===== config.mk =====
export PLATFORM = sky130hd
export DESIGN_NAME = stereo_envelope_maximizer_core
export DESIGN_NICKNAME = d
export VERILOG_FILES = /design/src/hw/rtl/sem_pkg.sv /design/src/hw/rtl/stereo_envelope_maximizer_core.sv /design/src/hw/rtl/sem_div.sv /design/src/hw/rtl/sem_dline.sv /design/src/hw/rtl/sem_regs.sv
export VERILOG_INCLUDE_DIRS = /design/src /design/src/hw/rtl
export SDC_FILE = /design/constraint.sdc
export NUM_CORES = 2
export LEC_CHECK = 0
export ABC_AREA = 1
export ABC_CLOCK_PERIOD_IN_PS = 9000
export BUFFER_PORTS_ARGS = -buffer_cell sky130_fd_sc_hd__buf_2
export CAP_MARGIN = 40
export CORE_UTILIZATION = 41
export DETAILED_ROUTE_END_ITERATION = 8
export PLACE_DENSITY_LB_ADDON = 0.3
export SLEW_MARGIN = 20
export SYNTH_ARGS = -nofsm -noshare
export SYNTH_HDL_FRONTEND = slang
export SYNTH_SLANG_ARGS = --single-unit
export TNS_END_PERCENT = 10

===== constraint.sdc =====
create_clock -name clk -period 9 [get_ports clk]
set_clock_uncertainty 0.1 [all_clocks]
set_input_delay 2.7 -clock clk [delete_from_list [all_inputs] [get_ports clk]]
set_output_delay 2.7 -clock clk [all_outputs]
set_load 0.02 [all_outputs]

===== src/hw/rtl/stereo_envelope_maximizer_core_assert.svh =====
// assertion macros for the stereo envelope maximizer
// expects clk and rst in the scope where the macros are used
`ifndef STEREO_ENVELOPE_MAXIMIZER_CORE_ASSERT_SVH
`define STEREO_ENVELOPE_MAXIMIZER_CORE_ASSERT_SVH
`ifndef SYNTH
`define SEM_ASSERT(lbl, prop, msg) \
  lbl: assert property (@(posedge clk) disable iff (rst) prop) else $error(msg);
`define SEM_ASSERT_RST(lbl, prop, msg) \
  lbl: assert property (@(posedge clk) prop) else $error(msg);
`else
`define SEM_ASSERT(lbl, prop, msg)
`define SEM_ASSERT_RST(lbl, prop, msg)
`endif
`endif


===== src/hw/rtl/sem_pkg.sv =====
// shared types, constants and helpers for the stereo envelope maximizer
// no dependencies
package sem_pkg;

  localparam int DELAY_DEPTH = 16;
  localparam int PTR_W = $clog2(DELAY_DEPTH);
  localparam int ADDR_W = 3;

  localparam logic [23:0] FULL_SCALE = 24'h7FFFFF;
  localparam logic [22:0] KNEE_RESET = 23'h7FFFFF;
  localparam logic [4:0] DECAY_RESET = 5'd10;
  localparam logic [4:0] DECAY_MIN = 5'd5;
  localparam logic [4:0] DECAY_MAX = 5'd30;
  localparam logic [4:0] STEPS_DECAY = 5'd25;
  localparam logic [4:0] STEPS_GAIN = 5'd23;

  localparam logic REG_KNEE = 1'b0;
  localparam logic REG_DECAY = 1'b1;

  typedef struct packed {
    logic signed [23:0] left_in;
    logic signed [23:0] right_in;
  } sem_in_t;

  typedef struct packed {
    logic signed [23:0] left_out;
    logic signed [23:0] right_out;
  } sem_out_t;

  typedef struct packed {
    logic [22:0] knee;
    logic [4:0] decay;
    logic [3:0] delay;
  } cfg_t;

  typedef struct packed {
    logic start;
    logic [23:0] rem;
    logic [24:0] dvd;
    logic [23:0] dvs;
    logic [4:0] steps;
  } div_req_t;

  typedef struct packed {
    logic done;
    logic [24:0] quot;
  } div_rsp_t;

  function automatic logic [23:0] mag24(input logic [23:0] s);
    mag24 = s[23] ? (~s + 24'd1) : s;
  endfunction

  function automatic logic [23:0] signed_out(input logic [23:0] m, input logic neg);
    signed_out = neg ? (~m + 24'd1) : m;
  endfunction

endpackage


===== src/hw/rtl/stereo_envelope_maximizer_core.sv =====
// stereo envelope maximizer top level: control sequencer, envelope, output word
// depends on sem_pkg, sem_regs, sem_dline, sem_div and the assertion header
//
// usage
// - sample channel (valid/ready) takes one stereo word of signed q1.23 samples
// - result channel (valid/ready) gives one word per sample: the delayed pair
//   divided by max(envelope, knee), saturated to 24-bit full scale
// - apb-style port: knee level at byte 0, decay samples at byte 4; write only
//   while the block is idle
// - one word at a time: after acceptance the 25-step envelope division runs
//   when the envelope decays, then the 23-step gain division (both channels
//   in parallel) in sem_div; the result word is formed once both are done
// - sample_ready is high only while the sequencer is idle; a finished result
//   waits in the output register, and the next sample is taken meanwhile
// - a stalled receiver holds the result; the block then waits after its
//   divisions until the previous word has gone
// - reset clears envelope, write position and delay contents (through valid
//   bits, no clearing pass) and restores knee and decay
`include "stereo_envelope_maximizer_core_assert.svh"

module stereo_envelope_maximizer_core (
  input  logic                       clk,
  input  logic                       rst,
  input  logic                       sample_valid,
  output logic                       sample_ready,
  input  sem_pkg::sem_in_t           sample,
  output logic                       result_valid,
  input  logic                       result_ready,
  output sem_pkg::sem_out_t          result,
  input  logic                       psel,
  input  logic                       penable,
  input  logic                       pwrite,
  input  logic [sem_pkg::ADDR_W-1:0] paddr,
  input  logic [31:0]                pwdata,
  output logic [31:0]                prdata,
  output logic                       pready
);

  localparam logic [2:0] S_IDLE  = 3'd0;
  localparam logic [2:0] S_ENV   = 3'd1;
  localparam logic [2:0] S_DECAY = 3'd2;
  localparam logic [2:0] S_START = 3'd3;
  localparam logic [2:0] S_GAIN  = 3'd4;
  localparam logic [2:0] S_OUT   = 3'd5;

  sem_pkg::cfg_t     cfg;
  sem_pkg::div_req_t req_l;
  sem_pkg::div_req_t req_r;
  sem_pkg::div_rsp_t rsp_l;
  sem_pkg::div_rsp_t rsp_r;

  logic [2:0]                state;
  logic [sem_pkg::PTR_W-1:0] wpos;
  logic [sem_pkg::PTR_W-1:0] wpos_next;
  logic [sem_pkg::PTR_W-1:0] rpos;
  logic [23:0]               env;
  logic [23:0]               level;
  logic [23:0]               dl;
  logic [23:0]               dr;
  logic                      sat_l;
  logic                      sat_r;
  logic [47:0]               rdata;
  logic                      accept;
  logic                      load_out;
  logic [23:0]               mag_l;
  logic [23:0]               mag_r;
  logic [23:0]               mag_in_l;
  logic [23:0]               mag_in_r;
  logic [23:0]               den;
  logic [23:0]               env_diff;
  logic [23:0]               out_mag_l;
  logic [23:0]               out_mag_r;

  sem_regs u_regs (
    .clk(clk), .rst(rst), .psel(psel), .penable(penable), .pwrite(pwrite),
    .paddr(paddr), .pwdata(pwdata), .prdata(prdata), .pready(pready), .cfg(cfg)
  );

  sem_dline u_dline (
    .clk(clk), .rst(rst), .we(accept), .waddr(wpos),
    .wdata({sample.left_in, sample.right_in}), .raddr(rpos), .rdata(rdata)
  );

  sem_div u_div_l (.clk(clk), .rst(rst), .req(req_l), .rsp(rsp_l));
  sem_div u_div_r (.clk(clk), .rst(rst), .req(req_r), .rsp(rsp_r));

  assign sample_ready = (state == S_IDLE);
  assign accept = sample_valid && sample_ready;
  assign load_out = !result_valid || result_ready;

  always_comb begin
    if (wpos == sem_pkg::PTR_W'(sem_pkg::DELAY_DEPTH - 1)) begin
      wpos_next = '0;
    end else begin
      wpos_next = wpos + sem_pkg::PTR_W'(1);
    end
    if (wpos >= sem_pkg::PTR_W'(cfg.delay)) begin
      rpos = wpos - sem_pkg::PTR_W'(cfg.delay);
    end else begin
      rpos = wpos + sem_pkg::PTR_W'(sem_pkg::DELAY_DEPTH) - sem_pkg::PTR_W'(cfg.delay);
    end
  end

  always_comb begin
    mag_in_l = sem_pkg::mag24(sample.left_in);
    mag_in_r = sem_pkg::mag24(sample.right_in);
    mag_l = sem_pkg::mag24(dl);
    mag_r = sem_pkg::mag24(dr);
    den = (env > {1'b0, cfg.knee}) ? env : {1'b0, cfg.knee};
    env_diff = env - level;
    out_mag_l = sat_l ? sem_pkg::FULL_SCALE : {1'b0, rsp_l.quot[22:0]};
    out_mag_r = sat_r ? sem_pkg::FULL_SCALE : {1'b0, rsp_r.quot[22:0]};
  end

  always_comb begin
    req_l = '0;
    req_r = '0;
    if (state == S_ENV && level <= env) begin
      req_l.start = 1'b1;
      req_l.rem = '0;
      req_l.dvd = {1'b0, env_diff} + {21'd0, cfg.decay[4:1]};
      req_l.dvs = {19'd0, cfg.decay};
      req_l.steps = sem_pkg::STEPS_DECAY;
    end else if (state == S_START) begin
      req_l.start = 1'b1;
      req_l.rem = (mag_l >= den) ? 24'd0 : mag_l;
      req_l.dvd = '0;
      req_l.dvs = den;
      req_l.steps = sem_pkg::STEPS_GAIN;
      req_r.start = 1'b1;
      req_r.rem = (mag_r >= den) ? 24'd0 : mag_r;
      req_r.dvd = '0;
      req_r.dvs = den;
      req_r.steps = sem_pkg::STEPS_GAIN;
    end
  end

  always_ff @(posedge clk) begin
    if (rst) begin
      state <= S_IDLE;
      wpos <= '0;
      env <= '0;
      result_valid <= 1'b0;
    end else begin
      if (state == S_OUT && load_out) begin
        result_valid <= 1'b1;
      end else if (result_valid && result_ready) begin
        result_valid <= 1'b0;
      end
      case (state)
        S_IDLE: begin
          if (accept) begin
            wpos <= wpos_next;
            state <= S_ENV;
          end
        end
        S_ENV: begin
          if (level > env) begin
            env <= level;
            state <= S_START;
          end else begin
            state <= S_DECAY;
          end
        end
        S_DECAY: begin
          if (rsp_l.done) begin
            env <= env - rsp_l.quot[23:0];
            state <= S_START;
          end
        end
        S_START: begin
          state <= S_GAIN;
        end
        S_GAIN: begin
          if (rsp_l.done) begin
            state <= S_OUT;
          end
        end
        S_OUT: begin
          if (load_out) begin
            state <= S_IDLE;
          end
        end
        default: begin
          state <= S_IDLE;
        end
      endcase
    end
  end

  always_ff @(posedge clk) begin
    if (accept) begin
      level <= (mag_in_l > mag_in_r) ? mag_in_l : mag_in_r;
    end
    if (state == S_ENV) begin
      dl <= rdata[47:24];
      dr <= rdata[23:0];
    end
    if (state == S_START) begin
      sat_l <= (mag_l >= den);
      sat_r <= (mag_r >= den);
    end
    if (state == S_OUT && load_out) begin
      result.left_out <= sem_pkg::signed_out(out_mag_l, dl[23]);
      result.right_out <= sem_pkg::signed_out(out_mag_r, dr[23]);
    end
  end

  `SEM_ASSERT(a_busy_after_accept, accept |=> !sample_ready, "sample taken while busy")
  `SEM_ASSERT(a_env_floor, (state == S_START) |-> (env >= level), "envelope below level")
  `SEM_ASSERT(a_wpos_hold, !accept |=> $stable(wpos), "write position moved without a word")
  `SEM_ASSERT(a_no_neg_full, result_valid |-> (result.left_out != 24'sh800000 && result.right_out != 24'sh800000), "result beyond full scale")
  `SEM_ASSERT_RST(a_reset_idle, rst |=> (state == S_IDLE && !result_valid), "not idle after reset")

endmodule


===== src/hw/rtl/sem_div.sv =====
// restoring divider, one quotient bit per cycle
// depends on sem_pkg
module sem_div (
  input  logic              clk,
  input  logic              rst,
  input  sem_pkg::div_req_t req,
  output sem_pkg::div_rsp_t rsp
);

  logic        busy;
  logic        done;
  logic [4:0]  cnt;
  logic [23:0] rem;
  logic [24:0] quot;
  logic [23:0] dvs;

  logic [24:0] trial;
  logic [24:0] diff;
  logic        ge;
  logic [23:0] rem_next;
  logic [24:0] quot_next;

  always_comb begin
    trial = {rem, quot[24]};
    diff = trial - {1'b0, dvs};
    ge = (trial >= {1'b0, dvs});
    rem_next = ge ? diff[23:0] : trial[23:0];
    quot_next = {quot[23:0], ge};
  end

  always_ff @(posedge clk) begin
    if (rst) begin
      busy <= 1'b0;
      done <= 1'b0;
      cnt <= '0;
    end else begin
      done <= busy && !req.start && (cnt == 5'd1);
      if (req.start) begin
        busy <= 1'b1;
        cnt <= req.steps;
      end else if (busy) begin
        cnt <= cnt - 5'd1;
        if (cnt == 5'd1) begin
          busy <= 1'b0;
        end
      end
    end
  end

  always_ff @(posedge clk) begin
    if (req.start) begin
      rem <= req.rem;
      quot <= req.dvd;
      dvs <= req.dvs;
    end else if (busy) begin
      rem <= rem_next;
      quot <= quot_next;
    end
  end

  assign rsp.done = done;
  assign rsp.quot = quot;

endmodule


===== src/hw/rtl/sem_dline.sv =====
// stereo delay line memory, one write and one registered read per cycle
// depends on sem_pkg; entries never written read as zero
module sem_dline (
  input  logic                      clk,
  input  logic                      rst,
  input  logic                      we,
  input  logic [sem_pkg::PTR_W-1:0] waddr,
  input  logic [47:0]               wdata,
  input  logic [sem_pkg::PTR_W-1:0] raddr,
  output logic [47:0]               rdata
);

  logic [47:0] mem [sem_pkg::DELAY_DEPTH];
  logic [sem_pkg::DELAY_DEPTH-1:0] valid;
  logic [47:0] rword;
  logic        rvalid;

  always_ff @(posedge clk) begin
    if (we) begin
      mem[waddr] <= wdata;
    end
    rword <= mem[raddr];
  end

  always_ff @(posedge clk) begin
    if (rst) begin
      valid <= '0;
      rvalid <= 1'b0;
    end else begin
      rvalid <= valid[raddr];
      if (we) begin
        valid[waddr] <= 1'b1;
      end
    end
  end

  assign rdata = rvalid ? rword : '0;

endmodule


===== src/hw/rtl/sem_regs.sv =====
// configuration registers behind the apb-style port
// depends on sem_pkg; gives knee and decay with their limits applied
module sem_regs (
  input  logic                       clk,
  input  logic                       rst,
  input  logic                       psel,
  input  logic                       penable,
  input  logic                       pwrite,
  input  logic [sem_pkg::ADDR_W-1:0] paddr,
  input  logic [31:0]                pwdata,
  output logic [31:0]                prdata,
  output logic                       pready,
  output sem_pkg::cfg_t              cfg
);

  logic [22:0] knee_level;
  logic [4:0]  decay_samples;
  logic        wr;
  logic [4:0]  decay_eff;
  logic [5:0]  decay_inc;

  assign wr = psel && penable && pwrite;
  assign pready = 1'b1;

  always_ff @(posedge clk) begin
    if (rst) begin
      knee_level <= sem_pkg::KNEE_RESET;
      decay_samples <= sem_pkg::DECAY_RESET;
    end else if (wr) begin
      if (paddr[2] == sem_pkg::REG_KNEE) begin
        knee_level <= pwdata[22:0];
      end else begin
        decay_samples <= pwdata[4:0];
      end
    end
  end

  always_comb begin
    case (paddr[2])
      sem_pkg::REG_KNEE:  prdata = {9'd0, knee_level};
      sem_pkg::REG_DECAY: prdata = {27'd0, decay_samples};
      default:            prdata = '0;
    endcase
  end

  always_comb begin
    if (decay_samples < sem_pkg::DECAY_MIN) begin
      decay_eff = sem_pkg::DECAY_MIN;
    end else if (decay_samples > sem_pkg::DECAY_MAX) begin
      decay_eff = sem_pkg::DECAY_MAX;
    end else begin
      decay_eff = decay_samples;
    end
    decay_inc = {1'b0, decay_eff} + 6'd1;
    cfg.decay = decay_eff;
    cfg.delay = decay_inc[4:1];
    cfg.knee = (knee_level == 23'd0) ? 23'd1 : knee_level;
  end

endmodule


==> report_table.html <==
<table>
<tr><th>Metric</th><th>Value</th></tr>
<tr><th colspan="2">Run status</th></tr>
<tr><td>Result of the run</td><td>finished, final reports clean</td></tr>
<tr><th colspan="2">Job</th></tr>
<tr><td>Count of maximum capacitance violations</td><td>0</td></tr>
<tr><th colspan="2">Layout</th></tr>
<tr><td>Nets</td><td>6181</td></tr>
<tr><td>Leading cell type in the layout, fill and taps excluded</td><td>sky130_fd_sc_hd__edfxtp_1</td></tr>
<tr><td>Fraction of final layout cells with drive strength greater than 1</td><td>0.0880</td></tr>
<tr><td>Relative area change from synthesis to final layout</td><td>12.7%</td></tr>
<tr><td>Most frequent cells in the layout</td><td>1036 x sky130_fd_sc_hd__edfxtp_1, 875 x sky130_fd_sc_hd__nand2_1, 754 x sky130_fd_sc_hd__nor2_1, 615 x sky130_fd_sc_hd__o21ai_0, 535 x sky130_fd_sc_hd__inv_1</td></tr>
<tr><td>Final instance area</td><td>64800 µm²</td></tr>
<tr><th colspan="2">Global route</th></tr>
<tr><td>GR Util All Layers</td><td>0.228</td></tr>
<tr><td>Via count of the first global-routing pass</td><td>about 40000</td></tr>
<tr><td>GRT Residual Overflow</td><td>0</td></tr>
<tr><td>Largest net degree at the start of global routing</td><td>177</td></tr>
<tr><td>Global-route wire length before repair</td><td>around 250000 µm</td></tr>
<tr><td>Number of antenna violations at the first check in global routing</td><td>18</td></tr>
<tr><th colspan="2">Clock network</th></tr>
<tr><td>Resized cells post-CTS</td><td>0</td></tr>
<tr><td>Clock sink count</td><td>1174</td></tr>
<tr><td>Post-CTS setup buffers</td><td>0</td></tr>
<tr><td>TritonCTS clock tree</td><td>done</td></tr>
<tr><td>Maximum level of the CTS H-tree</td><td>3</td></tr>
<tr><td>Register clock-pin slew on the reported worst setup and hold paths</td><td>roughly 0.060 ns</td></tr>
<tr><td>Number of CTS-inserted buffers</td><td>~120</td></tr>
<tr><td>Clock latency on the worst-skew pair</td><td>a little under 0.8 ns</td></tr>
<tr><td>CTS root buf</td><td>sky130_fd_sc_hd__clkbuf_16</td></tr>
<tr><td>Quantity of hold-fixing buffers added after cts</td><td>0</td></tr>
<tr><td>Clock buffer depth</td><td>3</td></tr>
<tr><th colspan="2">Setup path</th></tr>
<tr><td>Most common cell on crit path</td><td>sky130_fd_sc_hd__buf_2</td></tr>
<tr><td>Critical path data required time</td><td>just over 6 ns</td></tr>
<tr><td>Largest driver fanout on the critical path</td><td>30</td></tr>
<tr><td>Reg2Reg Launch Point</td><td>u_regs.knee_level[8]</td></tr>
<tr><td>Length in cells of the worst reg-to-reg path</td><td>27</td></tr>
<tr><td>End point of the critical path</td><td>prdata[2]</td></tr>
<tr><td>Critical path origin</td><td>paddr[2]</td></tr>
<tr><td>Stage delay of the slowest cell on the critical path</td><td>about 0.42 ns</td></tr>
<tr><td>Worst reg2reg path endpoint</td><td>u_div_l.rem[0]</td></tr>
<tr><td>Type of element launching the critical path</td><td>input port</td></tr>
<tr><td>Setup slack on the worst flop-to-flop path</td><td>a little over 3 ns</td></tr>
<tr><td>Data arrival time of the worst path</td><td>between 3 and 4 ns</td></tr>
<tr><td>Standard cell with the maximum stage delay on the critical path</td><td>sky130_fd_sc_hd__buf_2</td></tr>
<tr><td>Critical path class</td><td>input port to output pin</td></tr>
<tr><td>Crit end category</td><td>output pin</td></tr>
<tr><td>Cell breakdown of the critical path</td><td>buf_2, nand2_1, o21ai_0, buf_2</td></tr>
<tr><th colspan="2">Floorplanning</th></tr>
<tr><td>Core area</td><td>about 140000 µm²</td></tr>
<tr><td>I/O pins</td><td>173</td></tr>
<tr><td>Starting density of the core</td><td>0.413</td></tr>
<tr><td>Floorplan die width</td><td>approximately 380 µm</td></tr>
<tr><td>Overall die area</td><td>around 140000 µm²</td></tr>
<tr><td>Chip height</td><td>377 µm</td></tr>
<tr><td>Number of standard-cell rows in the floorplan</td><td>~140</td></tr>
<tr><th colspan="2">Placed design</th></tr>
<tr><td>Post-placement cell area</td><td>60600 µm²</td></tr>
<tr><td>Detailed Place HPWL</td><td>around 110000 µm</td></tr>
<tr><td>Number of port buffers</td><td>approximately 150</td></tr>
<tr><td>Post-placement setup slack</td><td>~1.9 ns</td></tr>
<tr><td>Weighted congestion reported at the end of routability-driven placement</td><td>roughly 0.98</td></tr>
<tr><th colspan="2">Power and ir drop</th></tr>
<tr><td>Cell area power density</td><td>between 300 and 400 nW/µm²</td></tr>
<tr><td>Combinational fraction of design power</td><td>0.396</td></tr>
<tr><td>Fraction of power spent switching nets</td><td>0.406</td></tr>
<tr><td>Reported leakage power</td><td>25.2 nW</td></tr>
<tr><td>Worst IR drop on VDD</td><td>approximately 230 µV</td></tr>
<tr><td>Net load switching power</td><td>8.26 mW</td></tr>
<tr><td>Power share of the clock group</td><td>0.249</td></tr>
<tr><td>Internal power contribution</td><td>approximately 12 mW</td></tr>
<tr><td>Tot Pwr</td><td>roughly 20 mW</td></tr>
<tr><td>Sequential share of power</td><td>0.356</td></tr>
<tr><th colspan="2">Worst hold path</th></tr>
<tr><td>Class of the tightest hold or removal check</td><td>flip-flop to flip-flop</td></tr>
<tr><th colspan="2">Detailed routing</th></tr>
<tr><td>Detailed-route DRC error count</td><td>0</td></tr>
<tr><td>Average wire per standard cell</td><td>~21 µm</td></tr>
<tr><td>Via Count</td><td>~43000</td></tr>
<tr><td>Post-route antenna net violation count</td><td>0</td></tr>
<tr><td>Vias per Instance</td><td>5.49</td></tr>
<tr><td>Sum of routed wire length over all layers</td><td>165000 µm</td></tr>
<tr><td>Initial drt markers</td><td>between 4000 and 5000</td></tr>
<tr><td>First-pass DRT Iterations</td><td>8</td></tr>
<tr><th colspan="2">Synthesis</th></tr>
<tr><td>Seq cells post-synth</td><td>approximately 1200</td></tr>
<tr><td>Cells after synthesis</td><td>slightly below 6000</td></tr>
<tr><td>Post-synthesis async set-or-reset flop share</td><td>0</td></tr>
<tr><td>Most instantiated flip-flop cell in the synthesis netlist</td><td>sky130_fd_sc_hd__edfxtp_1</td></tr>
<tr><td>Unique cell type count in the Yosys netlist</td><td>61</td></tr>
<tr><td>Count of warnings emitted by yosys</td><td>0</td></tr>
<tr><td>Syn Area/Cell</td><td>9.96 µm²</td></tr>
<tr><td>Cell Area, Synth</td><td>~58000 µm²</td></tr>
<tr><td>Number of enable-type register cells in the synthesized netlist</td><td>1036</td></tr>
<tr><td>Sequential fraction of the synthesis area</td><td>0.589</td></tr>
<tr><th colspan="2">STA</th></tr>
<tr><td>TNS Setup</td><td>0 ns</td></tr>
<tr><td>Final Cycle Share</td><td>0.709</td></tr>
<tr><td>Min cycle time layout</td><td>between 6 and 7 ns</td></tr>
<tr><td>Number of hold-slack violations in the final timing report</td><td>0</td></tr>
<tr><td>Setup slack of the critical path after layout</td><td>2.62 ns</td></tr>
<tr><td>Number of slew-limit violations in the final report</td><td>0</td></tr>
<tr><td>Worst-margin pin slew</td><td>approximately 1.0 ns</td></tr>
<tr><td>Final setup violating endpoints</td><td>0</td></tr>
<tr><td>Max Clk Rate</td><td>about 160 MHz</td></tr>
<tr><td>Setup repair after global routing missed its margin</td><td>false</td></tr>
<tr><td>Worst max-slew margin expressed relative to the limit</td><td>0.325</td></tr>
</table>
==> per-stage QoR <==
stage,hold slack [ns],std cells,utilization
global placement,0.346,7594,0.432
CTS,0.370,7843,0.464
finish,0.366,7859,0.465
global route,0.404,7854,0.465
floorplan,0.335,5784,-
detailed placement,0.357,7615,0.435
==> metal layers <==
layer  wire length, µm  global-route usage
met5               112                   0
met4              4330              0.0618
met3             12800              0.0332
met2             74000               0.359
met1             73600               0.327
==> power groups by stage <==
stage	Clock [mW]	Combinational, mW	Sequential, mW
floorplan	0	5.52	7.05
global placement	0	7.68	7.32
detailed placement	0	7.87	7.32
CTS	5.14	7.91	7.21
global route	5.32	8.91	7.25
finish	5.06	8.04	7.23
==> synthesized netlist by cell type, drive strengths merged (68+ instances only) <==
library cell  number  area share
nor2             786       0.052
xor2             134       0.021
clkbuf           217       0.014
o22ai            111       0.012
nor3              72      0.0070
a21oi            281       0.025
ha               212       0.046
edfxtp          1036        0.54
inv              549       0.036
nand4             99       0.011
nand2            898       0.060
a31oi             68      0.0074
dfxtp            138       0.048
o21ai            628       0.055
nand3            210       0.019
o221ai           101       0.015
==> layout make-up <==
type / instances / area [µm²]
fill: 12900 / 74500
sequential: 1174 / 33900
multi-input combinational: 3784 / 20600
clock buffer: 165 / 3360
tap: 1876 / 2350
inverter: 553 / 2090
timing repair buffer: 239 / 1850
clock inverter: 63 / 668
antenna: 5 / 12.5
==> critical path: cells and delay by family <==
family	cells	cell delay [ns]
AO/OA/AOI/OAI	1	0.13
buffers and inverters	2	0.65
AND/OR/NAND/NOR	1	0.09
==> state kept, by name, summed over array words and instances, names as in the netlist, 3 cells and up <==
signal                count
u_div_l.quot             25
dr                       24
u_div_l.dvs              24
state                     3
u_dline.valid            16
u_div_l.cnt               5
u_regs.decay_samples      5
env                      24
u_div_l.rem              24
u_div_r.cnt               5
u_dline.mem             768
wpos                      4
u_dline.rword            48
u_div_r.rem              24
dl                       24
u_div_r.quot             25
u_regs.knee_level        23
u_div_r.dvs              24
level                    24
result                   48
==> worst min-delay path by stage <==
stage	cells past startpoint	endpoint	start
floorplan	2	u_dline.valid[11]	u_dline.valid[11]
global placement	2	u_dline.valid[4]	u_dline.valid[4]
detailed placement	2	u_dline.valid[7]	u_dline.valid[7]
CTS	2	u_dline.valid[7]	u_dline.valid[7]
global route	2	u_dline.valid[12]	u_dline.valid[12]
finish	2	u_dline.valid[11]	u_dline.valid[11]
==> cell families (layout without fill, tap and decap cells) <==
family	Yosys count	count (layout)	synth area share
flops	1174	1174	0.589
xor+xnor	190	190	0.0291
compound gates	1262	1262	0.124
other cells	2	15	0.000131
buf+inv	826	1020	0.0564
fa+ha+maj	218	218	0.0482
simple gates	2104	2104	0.153
(Power assumes the default switching activity.)
